[src/hw/rtl/ssc_pkg.sv]
// shared types and constants of the sweep scan track controller
package ssc_pkg;

  localparam int CFG_INDEX_W = 3;
  localparam int CFG_DATA_W  = 12;

  // register indexes on the configuration channel
  localparam logic [CFG_INDEX_W-1:0] REG_MIN_VALID  = 3'd0;
  localparam logic [CFG_INDEX_W-1:0] REG_SCAN_MAX   = 3'd1;
  localparam logic [CFG_INDEX_W-1:0] REG_LOST_MAX   = 3'd2;
  localparam logic [CFG_INDEX_W-1:0] REG_HALF_RANGE = 3'd3;
  localparam logic [CFG_INDEX_W-1:0] REG_SWEEP_STEP = 3'd4;
  localparam logic [CFG_INDEX_W-1:0] REG_STEPS_DEG  = 3'd5;
  localparam logic [CFG_INDEX_W-1:0] REG_CENTER     = 3'd6;

  // register reset values
  localparam logic [8:0]  MIN_VALID_RST  = 9'd2;
  localparam logic [8:0]  SCAN_MAX_RST   = 9'd300;
  localparam logic [8:0]  LOST_MAX_RST   = 9'd400;
  localparam logic [7:0]  HALF_RANGE_RST = 8'd90;
  localparam logic [6:0]  SWEEP_STEP_RST = 7'd5;
  localparam logic [4:0]  STEPS_DEG_RST  = 5'd5;
  localparam logic [11:0] CENTER_RST     = 12'd1024;

  localparam logic [7:0] HALF_RANGE_MAX = 8'd180;
  localparam logic [4:0] STEPS_DEG_MAX  = 5'd16;
  localparam logic [8:0] NEAREST_RST    = 9'd500;

  localparam logic KIND_START   = 1'b0;
  localparam logic KIND_READING = 1'b1;

  typedef enum logic [1:0] {
    EV_NONE    = 2'd0,
    EV_FOUND   = 2'd1,
    EV_RESTART = 2'd2,
    EV_LOST    = 2'd3
  } event_t;

  // effective register values, clamps already applied
  typedef struct packed {
    logic [8:0]  min_valid_cm;
    logic [8:0]  scan_max_cm;
    logic [8:0]  lost_max_cm;
    logic [7:0]  half_deg;
    logic [6:0]  step_deg;
    logic [4:0]  steps_per_deg;
    logic [11:0] center;
  } cfg_t;

  typedef struct packed {
    logic signed [14:0] move_steps;
    logic               tracking;
    event_t             event_res;
    logic               target_found;
    logic signed [8:0]  target_angle;
    logic [8:0]         best_cm;
  } res_t;

endpackage

[src/hw/rtl/ssc_cfg_regs.sv]
// configuration registers with range clamping
module ssc_cfg_regs
  import ssc_pkg::*;
(
  input  logic                   clk,
  input  logic                   rst_n,
  input  logic                   wr_en,
  input  logic [CFG_INDEX_W-1:0] wr_index,
  input  logic [CFG_DATA_W-1:0]  wr_data,
  output cfg_t                   cfg
);

  logic [8:0]  min_valid_r, scan_max_r, lost_max_r;
  logic [7:0]  half_range_r;
  logic [6:0]  sweep_step_r;
  logic [4:0]  steps_deg_r;
  logic [11:0] center_r;

  always_ff @(posedge clk) begin
    if (!rst_n) begin
      min_valid_r  <= MIN_VALID_RST;
      scan_max_r   <= SCAN_MAX_RST;
      lost_max_r   <= LOST_MAX_RST;
      half_range_r <= HALF_RANGE_RST;
      sweep_step_r <= SWEEP_STEP_RST;
      steps_deg_r  <= STEPS_DEG_RST;
      center_r     <= CENTER_RST;
    end else if (wr_en) begin
      unique case (wr_index)
        REG_MIN_VALID:  min_valid_r  <= wr_data[8:0];
        REG_SCAN_MAX:   scan_max_r   <= wr_data[8:0];
        REG_LOST_MAX:   lost_max_r   <= wr_data[8:0];
        REG_HALF_RANGE: half_range_r <= wr_data[7:0];
        REG_SWEEP_STEP: sweep_step_r <= wr_data[6:0];
        REG_STEPS_DEG:  steps_deg_r  <= wr_data[4:0];
        REG_CENTER:     center_r     <= wr_data;
        default: ;
      endcase
    end
  end

  always_comb begin
    cfg.min_valid_cm  = min_valid_r;
    cfg.scan_max_cm   = scan_max_r;
    cfg.lost_max_cm   = lost_max_r;
    cfg.half_deg      = (half_range_r > HALF_RANGE_MAX) ? HALF_RANGE_MAX : half_range_r;
    // a zero step would stall the sweep
    cfg.step_deg      = (sweep_step_r == 7'd0) ? 7'd1 : sweep_step_r;
    cfg.steps_per_deg = (steps_deg_r > STEPS_DEG_MAX) ? STEPS_DEG_MAX : steps_deg_r;
    cfg.center        = center_r;
  end

endmodule

[src/hw/rtl/ssc_core.sv]
// sweep and tracking state with the per-item decision logic
module ssc_core
  import ssc_pkg::*;
#(
  parameter int DISTANCE_FRACTION_BITS = 4
) (
  input  logic        clk,
  input  logic        rst_n,
  input  logic        fire,
  input  logic        kind,
  input  logic [12:0] distance_q4,
  input  cfg_t        cfg,
  output res_t        res
);

  localparam int CW = (9 + DISTANCE_FRACTION_BITS > 13) ? 9 + DISTANCE_FRACTION_BITS : 13;

  logic               running_r, running_nxt;
  logic               tracking_r, tracking_nxt;
  logic               have_target_r, have_target_nxt;
  logic signed [8:0]  sweep_angle_r, sweep_angle_nxt;
  logic signed [13:0] motor_pos_r, motor_pos_nxt;
  logic [8:0]         nearest_cm_r, nearest_cm_nxt;
  logic signed [8:0]  nearest_angle_r, nearest_angle_nxt;

  logic [CW-1:0]      dist_w, lo_w, scan_w, lost_w, near_w;
  logic signed [9:0]  next_angle;
  logic signed [8:0]  neg_half;
  logic signed [8:0]  move_angle;
  logic               do_move, begin_sw, hit;
  event_t             ev;
  logic signed [14:0] product, target, move;

  assign dist_w = CW'(distance_q4);
  assign lo_w   = CW'(cfg.min_valid_cm) << DISTANCE_FRACTION_BITS;
  assign scan_w = CW'(cfg.scan_max_cm) << DISTANCE_FRACTION_BITS;
  assign lost_w = CW'(cfg.lost_max_cm) << DISTANCE_FRACTION_BITS;
  assign near_w = CW'(nearest_cm_r) << DISTANCE_FRACTION_BITS;

  assign hit        = (dist_w > lo_w) && (dist_w < scan_w) && (dist_w < near_w);
  assign next_angle = $signed({sweep_angle_r[8], sweep_angle_r}) + $signed({3'b000, cfg.step_deg});
  assign neg_half   = -$signed({1'b0, cfg.half_deg});

  always_comb begin
    running_nxt       = running_r;
    tracking_nxt      = tracking_r;
    have_target_nxt   = have_target_r;
    sweep_angle_nxt   = sweep_angle_r;
    nearest_cm_nxt    = nearest_cm_r;
    nearest_angle_nxt = nearest_angle_r;
    move_angle        = '0;
    do_move           = 1'b0;
    begin_sw          = 1'b0;
    ev                = EV_NONE;

    if (kind == KIND_START) begin
      begin_sw = 1'b1;
    end else if (running_r && tracking_r) begin
      if ((dist_w > lost_w) || (dist_w < lo_w)) begin
        begin_sw = 1'b1;
        ev       = EV_LOST;
      end else begin
        do_move    = 1'b1;
        move_angle = nearest_angle_r;
      end
    end else if (running_r) begin
      if (hit) begin
        nearest_cm_nxt    = 9'(distance_q4 >> DISTANCE_FRACTION_BITS);
        nearest_angle_nxt = sweep_angle_r;
        have_target_nxt   = 1'b1;
      end
      if (next_angle <= $signed({2'b00, cfg.half_deg})) begin
        sweep_angle_nxt = 9'(next_angle);
        move_angle      = 9'(next_angle);
        do_move         = 1'b1;
      end else if (have_target_nxt) begin
        tracking_nxt = 1'b1;
        move_angle   = nearest_angle_nxt;
        do_move      = 1'b1;
        ev           = EV_FOUND;
      end else begin
        begin_sw = 1'b1;
        ev       = EV_RESTART;
      end
    end

    if (begin_sw) begin
      running_nxt       = 1'b1;
      tracking_nxt      = 1'b0;
      have_target_nxt   = 1'b0;
      nearest_cm_nxt    = NEAREST_RST;
      nearest_angle_nxt = '0;
      sweep_angle_nxt   = neg_half;
      move_angle        = neg_half;
      do_move           = 1'b1;
    end
  end

  // absolute target position and relative move from the current one
  assign product       = 15'(move_angle * $signed({1'b0, cfg.steps_per_deg}));
  assign target        = $signed({3'b000, cfg.center}) + product;
  assign move          = do_move ? (target - $signed({motor_pos_r[13], motor_pos_r})) : '0;
  assign motor_pos_nxt = do_move ? 14'(target) : motor_pos_r;

  always_ff @(posedge clk) begin
    if (!rst_n) begin
      running_r       <= 1'b0;
      tracking_r      <= 1'b0;
      have_target_r   <= 1'b0;
      sweep_angle_r   <= '0;
      motor_pos_r     <= '0;
      nearest_cm_r    <= NEAREST_RST;
      nearest_angle_r <= '0;
    end else if (fire) begin
      running_r       <= running_nxt;
      tracking_r      <= tracking_nxt;
      have_target_r   <= have_target_nxt;
      sweep_angle_r   <= sweep_angle_nxt;
      motor_pos_r     <= motor_pos_nxt;
      nearest_cm_r    <= nearest_cm_nxt;
      nearest_angle_r <= nearest_angle_nxt;
    end
  end

  always_comb begin
    res.move_steps   = move;
    res.tracking     = tracking_nxt;
    res.event_res    = ev;
    res.target_found = have_target_nxt;
    res.target_angle = have_target_nxt ? nearest_angle_nxt : '0;
    res.best_cm      = have_target_nxt ? nearest_cm_nxt : '0;
  end

  // tracking only ever holds a target
  a_track_has_target: assert property (@(posedge clk) disable iff (!rst_n)
    tracking_r |-> (have_target_r && running_r))
    else $error("tracking without a held target");

  a_found_enters_track: assert property (@(posedge clk) disable iff (!rst_n)
    (fire && ev == EV_FOUND) |=> tracking_r)
    else $error("found event did not enter tracking");

  a_lost_restarts: assert property (@(posedge clk) disable iff (!rst_n)
    (fire && (ev == EV_LOST || ev == EV_RESTART)) |=>
      (!tracking_r && !have_target_r && sweep_angle_r == $past(neg_half)))
    else $error("lost or empty sweep did not restart at minus half range");

endmodule

[src/hw/rtl/sweep_scan_track_controller.sv]
// top level: input register, decision core, result register and handshakes
// each item is registered in the input register, then in the result register
// throughput: one item per cycle unless the result side stalls; a stalled result
// holds one further item in the input register
// reset: synchronous rst_n clears sweep state and loads register defaults
// cfg_ready is always high; a write takes effect on the next cycle
module sweep_scan_track_controller
  import ssc_pkg::*;
#(
  parameter int DISTANCE_FRACTION_BITS = 4
) (
  input  logic                   clk,
  input  logic                   rst_n,
  input  logic                   in_tvalid,
  output logic                   in_tready,
  input  logic [15:0]            in_tdata,   // distance_q4 [12:0], zero [15:13]
  input  logic                   in_tuser,   // kind [0]
  output logic                   out_tvalid,
  input  logic                   out_tready,
  // move_steps [14:0], tracking [15], event_res [17:16], target_found [18],
  // target_angle [27:19], best_cm [36:28], zero [39:37]
  output logic [39:0]            out_tdata,
  input  logic                   cfg_valid,
  output logic                   cfg_ready,
  input  logic [CFG_INDEX_W-1:0] cfg_index,
  input  logic [CFG_DATA_W-1:0]  cfg_data
);

  cfg_t        cfg;
  res_t        res;
  logic        in_fire, advance;
  logic        in_valid_r;
  logic        kind_r;
  logic [12:0] dist_r;
  logic        out_valid_r;
  res_t        out_r;

  assign cfg_ready = 1'b1;
  assign in_fire   = in_tvalid && in_tready;
  assign advance   = in_valid_r && (!out_valid_r || out_tready);
  assign in_tready = !in_valid_r || advance;

  ssc_cfg_regs u_cfg (
    .clk      (clk),
    .rst_n    (rst_n),
    .wr_en    (cfg_valid && cfg_ready),
    .wr_index (cfg_index),
    .wr_data  (cfg_data),
    .cfg      (cfg)
  );

  ssc_core #(
    .DISTANCE_FRACTION_BITS (DISTANCE_FRACTION_BITS)
  ) u_core (
    .clk         (clk),
    .rst_n       (rst_n),
    .fire        (advance),
    .kind        (kind_r),
    .distance_q4 (dist_r),
    .cfg         (cfg),
    .res         (res)
  );

  always_ff @(posedge clk) begin
    if (!rst_n) begin
      in_valid_r  <= 1'b0;
      out_valid_r <= 1'b0;
    end else begin
      in_valid_r <= in_fire || (in_valid_r && !advance);
      if (advance) begin
        out_valid_r <= 1'b1;
      end else if (out_tready) begin
        out_valid_r <= 1'b0;
      end
    end
  end

  always_ff @(posedge clk) begin
    if (in_fire) begin
      kind_r <= in_tuser;
      dist_r <= in_tdata[12:0];
    end
    if (advance) begin
      out_r <= res;
    end
  end

  assign out_tvalid = out_valid_r;
  assign out_tdata  = {3'b000, out_r.best_cm, out_r.target_angle, out_r.target_found,
                       out_r.event_res, out_r.tracking, out_r.move_steps};

  // a held item is not dropped while the result register is stalled
  a_hold_item: assert property (@(posedge clk) disable iff (!rst_n)
    (in_valid_r && out_valid_r && !out_tready) |=> (in_valid_r && $stable(dist_r)))
    else $error("input item lost during output stall");

  // a new result only appears when an item was taken from the input register
  a_result_source: assert property (@(posedge clk) disable iff (!rst_n)
    (!out_valid_r || out_tready) && !in_valid_r |=> !out_valid_r)
    else $error("result produced without a pending item");

  // a waiting result transaction stays put until taken
  a_result_held: assert property (@(posedge clk) disable iff (!rst_n)
    (out_valid_r && !out_tready) |=> (out_valid_r && $stable(out_r)))
    else $error("result changed while waiting");

endmodule

[config.mk]
export PLATFORM = sky130hd
export DESIGN_NAME = sweep_scan_track_controller
export DESIGN_NICKNAME = d
export VERILOG_FILES = /design/src/hw/rtl/ssc_pkg.sv /design/src/hw/rtl/ssc_cfg_regs.sv /design/src/hw/rtl/ssc_core.sv /design/src/hw/rtl/sweep_scan_track_controller.sv
export SDC_FILE = /design/constraint.sdc
export NUM_CORES = 1
export LEC_CHECK = 0
export ABC_AREA = 1
export BUFFER_PORTS_ARGS = -buffer_cell sky130_fd_sc_hd__buf_2
export CORE_ASPECT_RATIO = 1.75
export CORE_MARGIN = 3
export CORE_UTILIZATION = 55
export CTS_CLUSTER_SIZE = 12
export DETAILED_ROUTE_END_ITERATION = 7
export GPL_TIMING_DRIVEN = 1
export PLACE_DENSITY_LB_ADDON = 0.1
export SLEW_MARGIN = 20
export SYNTH_ARGS = -nofsm -noshare
export SYNTH_HDL_FRONTEND = slang
export SYNTH_SLANG_ARGS = --single-unit
[constraint.sdc]
create_clock -name clk -period 15.8 [get_ports clk]
set_clock_uncertainty 0.15 [all_clocks]
set_input_delay 1.58 -clock clk [delete_from_list [all_inputs] [get_ports clk]]
set_output_delay 1.58 -clock clk [all_outputs]
set_load 0.02 [all_outputs]
Yosys cells after proc, flatten, opt, wreduce, memory -nomap -nowiden. Cells that the tools add are included. W data, S select, Z words.

Add/subtract/negate cells: 4. Multipliers: 1. Magnitude comparators: 8. Equality and inequality tests: 7. Multiplexer cells: 59. Reductions and logical operators: 29.

Operators by type and width (number): $mux W9 (22); $lt A13 B13 Y1 (3); $mux W1 (29); $gt A13 B13 Y1 (2); $reduce_and A2 Y1 (9); $add A13 B15 Y15 (1); $mul A9 B6 Y15 (1); $sub A15 B15 Y15 (1); $add A9 B8 Y10 (1); $le A10 B9 Y1 (1); $mux W2 (5); $eq A3 B3 Y1 const B (3); $neg A8 Y9 (1); $gt A8 B8 Y1 const B (1); $mux W8 (1); $reduce_bool A2 Y1 (4); $logic_not A7 Y1 (1); $mux W7 (1); $eq A3 B2 Y1 const B (2); $logic_and A1 B1 Y1 (6); $gt A5 B5 Y1 const B (1); $mux W5 (1); $reduce_and A5 Y1 (1); $logic_or A1 B1 Y1 (4); other kinds (4) (6).

Register bits: 156. Input bits: 37. Logic and storage cells: 132.

Logic depth before layout (Yosys ltp). Gate-level depths: netlist (run 1).

Depth in word-level cells: 16. Mapped depth: 50. Mapped depth without buffers: 49.

Cells and area by module. From an unflattened synthesis (run 1), not the netlist that was laid out.

Cell total of the unflattened synthesis: 1492. Area total of the unflattened synthesis: 11069.4 µm².

By module, submodules not included: ssc_core (times used 1, cells each 1102, area each 7114.3 µm²); ssc_cfg_regs (times used 1, cells each 320, area each 2290.9 µm²); sweep_scan_track_controller (times used 1, cells each 70, area each 1664.1 µm²).

Worst setup path after synthesis (run 1). OpenSTA, ideal clock, no wires.

Path type: register to register. From: register u_cfg.sweep_step_r[4]. To: register out_r, in the netlist out_tdata[14], data pin. Arrival time: 7.594 ns. Path slack: 7.802 ns. Cell stages (with the launch flop): 40. Buffers on the path: 1. Path through: dfxtp_1 > nor3_1 > a31o_2 > ha_1 > inv_1 > fa_1 > o21ai_2 > a31oi_1 > xnor2_1 > ha_1 > nand4_1 > nor2_1 > nand3_1 > nor2_2 > nor2_2 > nand3_4 > nand3_4 > buf_6 > [4 not listed] > inv_1 > fa_1 > inv_1 > fa_1 > ha_1 > nand2_1 > nor2_1 > or3b_2 > o2111ai_1 > xor2_1 > ha_1 > nand2_1 > nor2_1 > o21ai_0 > o211ai_1 > a31oi_1 > a21oi_1 > o21a_1.

Cells in the longest elaborated chain, start to end: 12.

Ends and longest elaborated chain: start: declaration (RTL line ssc_cfg_regs.sv:15) `logic [6:0] sweep_step_r;`; start signal: assignment (RTL line ssc_cfg_regs.sv:34) `REG_SWEEP_STEP: sweep_step_r <= wr_data[6:0];`; $logic_not A7 Y1 (RTL line ssc_cfg_regs.sv:48) `cfg.step_deg = (sweep_step_r == 7'd0) ? 7'd1 : sweep_step_r;`; $mux W7 (*) (RTL line ssc_cfg_regs.sv:48); $add A9 B8 Y10 (*) (RTL line ssc_core.sv:41) `assign next_angle = $signed({sweep_angle_r[8], sweep_angle_r}) + $signed({3'b000, cfg.step_deg});`; $le A10 B9 Y1 (RTL line ssc_core.sv:72) `if (next_angle <= $signed({2'b00, cfg.half_deg})) begin`; $mux W9 / $mux W1 (equally long branches) (RTL line ssc_core.sv:72); $mux W9 / $mux W1 (equally long branches) (RTL line ssc_core.sv:66) `end else if (running_r) begin`; $mux W9 / $mux W1 (equally long branches) (RTL line ssc_core.sv:58) `end else if (running_r && tracking_r) begin`; $mux W9 / $mux W1 (equally long branches) (RTL line ssc_core.sv:56) `if (kind == KIND_START) begin`; $mux W9 (*) (RTL line ssc_core.sv:87) `if (begin_sw) begin`; $mul A9 B6 Y15 (*) (RTL line ssc_core.sv:100) `assign product = 15'(move_angle * $signed({1'b0, cfg.steps_per_deg}));`; $add A13 B15 Y15 (*) (RTL line ssc_core.sv:101) `assign target = $signed({3'b000, cfg.center}) + product;`; via u_core.target[13] (RTL line ssc_core.sv:32) `logic signed [14:0] product, target, move;`; $sub A15 B15 Y15 (*) (RTL line ssc_core.sv:102) `assign move = do_move ? (target - $signed({motor_pos_r[13], motor_pos_r})) : '0;`; end signal: assignment (RTL line sweep_scan_track_controller.sv:84) `out_r <= res;`; end: declaration (RTL line sweep_scan_track_controller.sv:36) `res_t out_r;`.

The timed path passes the listed nets; every way through them passes the cells marked *. A chain may end at the register's enable or synchronous reset.

Final worst setup path (run 1). Same ends and word-level chain as after synthesis.

==> results.py, run 1 <==
metrics = {
    "run_status": {
        "status": "finished clean",
    },
    "pwr": {
        "peakVddDrop_mv": 0.0830,
        "p_total_mw": 1.29,
        "p_leak_nw": 5.61,
        "powerDensity_mw_per_mm2": 110,
    },
    "global_routing": {
        "grtUsageTotal_pct": 27.4,
        "busiest_layer": "met2",
        "grt_start_max_net_pins": 89,
        "antenna_found_initial": 0,
        "grtUsageMet3_pct": 4.80,
        "use_met1_pct": 26.6,
        "grt_util_met2_pct": 52.1,
        "grt_pass1_vias": 9383,
        "overflow": 0,
        "grt_pass1_wl_mm": 45.8,
    },
    "die": {
        "row_count": 66,
        "die_area_mm2": 0.0212,
        "die_x_um": 111,
        "initial_core_util_pct": 56.8,
        "fp.dieH_um": 190,
        "core-area_mm2": 0.0188,
        "io_pins": 80,
    },
    "timing": {
        "hold_viol_final": 0,
        "fin_setup_tns_ns": 0,
        "fmax_mhz": 101,
        "tightest_slew_ns": 0.953,
        "setup_violations": 0,
        "min_period_over_period_pct": 62.9,
        "min_period_ns": 9.94,
        "grt_setup_unrepaired": "no",
        "drv_slew": 0,
        "maxSlewHeadroom_pct": 36.5,
    },
    "clock_tree": {
        "cts_resized": 0,
        "clkTransAtPathRegs_ns": 0.06,
        "cts_tree": "done",
        "post-cts-setup-buffer-count": 0,
        "clockBufferDepth": 2,
        "holdBufCountCts": 0,
        "clkLatencyLatePin_ns": 0.45,
        "ctsHtreeMaxLevel": 4,
        "clockRootBuffer": "clkbuf_16",
        "cts_buffers": 17,
        "clock_sinks": 156,
    },
    "drt": {
        "routed_wl_mm": 28.1,
        "drc": 0,
        "vias_per_cell": 5.50,
        "wire_per_inst_um": 16.7,
        "dr.first_iter.drc_count": 556,
        "vias": 9281,
        "ant_nets": 0,
        "dr.pass1.iters": 5,
    },
    "yosys": {
        "synthFlopType": "dfxtp_1",
        "synth_top_area_cell": "dfxtp_1",
        "ys_types": 44,
        "synth_most_common_cell": "nand2_1",
        "synth-seq-cells": 156,
        "synth-edff-count": 51,
        "syn_area_per_cell_um2": 7.73,
        "syn_inst": 1383,
        "ys_async_sr_fraction_pct": 0,
        "synth.yosys.seq_area_share_pct": 34.0,
        "syn_area_mm2": 0.0107,
        "yosysTopAreaCellShare_pct": 19.7,
        "ys_top_cells_by_count": "nand2_1, inv_1, a21oi_1",
        "synth_area_leaders": "dfxtp_1, edfxtp_1, ha_1, nand2_1, inv_1",
        "yosysWarnings": 0,
    },
    "place": {
        "port_buffers": 72,
        "hpwlAfterDp_mm": 22.0,
        "routabilityCongestion": 0.998,
        "dp.cells": 1657,
    },
    "finish": {
        "finalNonFillerCells": 1688,
        "area_growth_pct": 9.63,
        "drive_gt1_share_pct": 9.93,
        "diodes": 0,
        "nets": 1610,
    },
    "critical_path": {
        "cp-startpoint": "u_cfg.sweep_step_r[4]$_SDFFE_PN0P_",
        "worst_path_max_delay_cell": "fa_1",
        "crit_path_max_incr_delay_ns": 0.60,
        "rrSetupSlack_ns": 5.86,
        "critPathRequiredTime_ns": 15.86,
        "crit_path_end_kind": "flip-flop",
        "critPathMaxFanout": 20,
        "r2r_end": "out_tdata[14]$_SDFFCE_PP0P_",
        "cp.arrival_ns": 10.00,
        "start_kind": "flip-flop",
        "regToRegStartpoint": "u_cfg.sweep_step_r[4]$_SDFFE_PN0P_",
        "ff2ff_path_depth": 40,
        "crit_type": "reg2reg",
        "cpMostUsedCell": "nand2_1",
    },
    "min_path": {
        "hp-class": "reg2reg",
        "min-delay-start": "u_cfg.min_valid_r[3]$_SDFFE_PN0P_",
        "min_delay_worst_endpoint": "u_cfg.min_valid_r[3]$_SDFFE_PN0P_",
        "min_path_cells": 2,
    },
    "flow_run": {
        "maxCapViolations": 0,
    },
}
[sequential cells by signal, summed over array words and instances, names as in the netlist, 5 cells and up]
register,cells
u_core.nearest_cm_r,9
u_cfg.center_r,12
u_cfg.lost_max_r,9
u_cfg.min_valid_r,9
u_cfg.steps_deg_r,5
dist_r,13
out_tdata,37
u_cfg.sweep_step_r,7
u_core.motor_pos_r,14
u_cfg.scan_max_r,9
u_cfg.half_range_r,8
u_core.nearest_angle_r,9
u_core.sweep_angle_r,9
[report_power, final]
group	internal [mW]	switching [mW]	leakage [nW]
clock	0.223	0.171	0.261
combinational	0.151	0.280	4.01
sequential	0.446	0.0147	1.35
[critical path: cells and delay by family (launching register included)]
family / cells / cell delay (ns)
buffers and inverters: 5 / 0.60
xor gates and xnor gates: 2 / 0.73
adders and majority gates: 9 / 3.82
and+or+nand+nor: 15 / 2.18
DFF: 1 / 0.33
AOI/OAI and AO/OA: 9 / 1.87
[how the worst max path moves through the flow]
| stage | to |
|---|---|
| floorplan | out_tdata[14]$_SDFFCE_PP0P_ |
| global placement | out_tdata[14]$_SDFFCE_PP0P_ |
| detailed placement | out_tdata[14]$_SDFFCE_PP0P_ |
| CTS | out_tdata[14]$_SDFFCE_PP0P_ |
| global route | out_tdata[14]$_SDFFCE_PP0P_ |
| finish | out_tdata[14]$_SDFFCE_PP0P_ |
[area by class of cell]
cell class / instances / area, µm²
fill: 1768 / 7100
multi-input combinational: 952 / 5970
sequential: 156 / 3630
inverter: 237 / 891
clock buffer: 21 / 460
timing repair buffer: 74 / 375
tap: 238 / 298
clock inverter: 10 / 92.6
[layout by cell type (no fill, tap or decap), types with 50 or more instances in the layout]
cell type	count
nand2_1	236
inv_1	230
a21oi_1	152
nor2_1	123
o21ai_0	113
dfxtp_1	105
ha_1	96
buf_2	72
edfxtp_1	51
nand3_1	50
[layer usage]
layer | wire length (µm) | part of all wire (%)
met1 | 9710 | 35
met2 | 15400 | 55
met3 | 1040 | 3.7
met4 | 1980 | 7.0
met5 | 0 | 0
[stage by stage]
step                util [%]  instance area, µm²  hold WS [ns]  setup WS (ns)
finish                  62.3               11700         0.315           5.86
global route            62.3               11700         0.339           5.41
CTS                     62.3               11700         0.315           5.92
detailed placement      59.3               11200         0.304           5.95
global placement        59.3               11200         0.298           6.05
floorplan                  -               10700         0.280           7.80
[cell families (layout without fill, tap and decap cells)]
| logic type | after synthesis | count (layout) | share of synthesized area, % |
|---|---|---|---|
| other | 2 | 4 | 0.0702 |
| flip-flops | 156 | 156 | 34.0 |
| buffers and inverters | 277 | 342 | 10.2 |
| AND/OR/NAND/NOR | 460 | 460 | 18.2 |
| adder cells (fa/ha/maj) | 135 | 135 | 18.5 |
| XOR/XNOR | 23 | 23 | 1.88 |
| AO/OA/AOI/OAI | 330 | 330 | 17.1 |
(Power assumes the default switching activity.)
==> inputs of run 2 (changes only) <==
clock period = 8.9 ns   (was 15.8 ns; I/O delays follow)
==> results.py, run 2 (synthesis gave the netlist of run 1 again) <==
metrics = {
    "die": {
        "io_pins": 80,
        "die_area_mm2": 0.0212,
        "initial_core_util_pct": 56.8,
        "die_x_um": 111,
        "row_count": 66,
        "core-area_mm2": 0.0188,
        "fp.dieH_um": 190,
    },
    "min_path": {
        "hp-class": "reg2reg",
    },
    "critical_path": {
        "crit_path_end_kind": "flip-flop",
        "start_kind": "flip-flop",
        "cp.arrival_ns": 8.43,
        "critPathRequiredTime_ns": 8.95,
        "cpMostUsedCell": "inv_1",
        "crit_type": "reg2reg",
        "crit_path_max_incr_delay_ns": 0.55,
        "critPathMaxFanout": 7,
        "worst_path_max_delay_cell": "fa_1",
    },
    "drt": {
        "vias": 9428,
        "dr.pass1.iters": 7,
        "vias_per_cell": 5.40,
        "wire_per_inst_um": 16.0,
        "ant_nets": 0,
        "dr.first_iter.drc_count": 513,
        "drc": 0,
        "routed_wl_mm": 28.0,
    },
    "flow_run": {
        "maxCapViolations": 0,
    },
    "timing": {
        "hold_viol_final": 0,
        "min_period_over_period_pct": 94.2,
        "hold_ws_ns": 0.314,
        "worst_slack_ns": 0.517,
        "setup_violations": 0,
        "tightest_slew_ns": 0.939,
        "fin_setup_tns_ns": 0,
        "maxSlewHeadroom_pct": 37.3,
        "drv_slew": 0,
        "min_period_ns": 8.38,
        "fmax_mhz": 119,
    },
    "finish": {
        "largest_register_ff_count": 37,
        "drive_gt1_share_pct": 14.4,
        "final_cell_mix": "nand2_1, inv_1, a21oi_1, nor2_1, o21ai_0",
        "final_core_util_pct": 65.0,
        "layout_commonest_cell": "nand2_1",
        "area_growth_pct": 14.4,
        "diodes": 0,
        "design_area_mm2": 0.0122,
        "nets": 1667,
        "finalNonFillerCells": 1746,
    },
    "global_routing": {
        "grt_pass1_wl_mm": 44.9,
        "grtUsageMet3_pct": 3.87,
        "overflow": 0,
        "busiest_layer": "met2",
        "grt_start_max_net_pins": 89,
        "grt_pass1_vias": 9435,
        "grt_util_met2_pct": 51.9,
        "use_met1_pct": 25.5,
        "antenna_found_initial": 0,
        "grtUsageTotal_pct": 26.9,
    },
    "place": {
        "hpwlAfterDp_mm": 22.1,
        "port_buffers": 72,
        "dp.cells": 1704,
        "place_area_mm2": 0.0115,
        "pre_cts_ws_ns": 0.182,
        "routabilityCongestion": 0.951,
    },
    "clock_tree": {
        "cts_tree": "done",
        "clkTransAtPathRegs_ns": 0.07,
        "clock_sinks": 156,
        "holdBufCountCts": 0,
        "clockBufferDepth": 2,
        "clkLatencyLatePin_ns": 0.44,
        "clockRootBuffer": "clkbuf_16",
        "ctsHtreeMaxLevel": 4,
        "cts_buffers": 17,
    },
    "pwr": {
        "p_total_mw": 2.36,
        "powerDensity_mw_per_mm2": 193,
        "peakVddDrop_mv": 0.207,
        "p_leak_nw": 5.89,
    },
    "run_status": {
        "status": "finished clean",
    },
}
[run 2: cell types whose count changed in the layout (fill, tap and decap cells not counted), moves of 3 or more]
cell	previous run	this run
ha_1	96	92
a21oi_2	7	11
o21ai_0	113	109
a21oi_1	152	148
buf_4	2	58
o21ai_1	0	3
[run 2: repair_timing]
item                                    in CTS  in global routing
endpoints found under the setup margin       0                  7
setup buffers                                0                 10
resized for setup                            0                 23
[run 2: final cells by class]
class	count	area, µm²
clock buffer	21	450
clock inverter	11	72.6
fill	1697	6590
inverter	237	891
multi-input combinational	952	6070
sequential	156	3630
tap	238	298
timing repair buffer	131	816
[run 2: worst paths after layout]
path | from | end | slack, ns | cells after the start
min | u_core.motor_pos_r[3]$_SDFFE_PN0P_ | u_core.motor_pos_r[3]$_SDFFE_PN0P_ | 0.31 | 2
min reg2reg | u_core.motor_pos_r[3]$_SDFFE_PN0P_ | u_core.motor_pos_r[3]$_SDFFE_PN0P_ | 0.31 | 2
max | u_cfg.sweep_step_r[5]$_SDFFE_PN0P_ | out_tdata[14]$_SDFFCE_PP0P_ | 0.52 | 42
max reg2reg | u_cfg.sweep_step_r[5]$_SDFFE_PN0P_ | out_tdata[14]$_SDFFCE_PP0P_ | 0.52 | 42
[run 2: worst max-delay path: cells and delay by family (launching register included)]
kind,cells,cell delay [ns]
buf+inv,7,0.61
xor+xnor,2,0.35
fa+ha+maj,9,3.59
flops,1,0.34
compound gates,13,1.92
simple gates,11,1.16
[run 2: routing by layer]
layer | part of all wire [%] | wire, µm | vias to the layer above
met5 | 0 | 0 | -
met4 | 7.4 | 2070 | 0
met3 | 3.0 | 841 | 117
met2 | 55 | 15500 | 205
met1 | 34 | 9630 | 4348
li1 | - | - | 4758
[run 2: power breakdown]
part           internal (mW)  switching, mW
clock                  0.362          0.296
combinational          0.358          0.527
sequential             0.793         0.0253
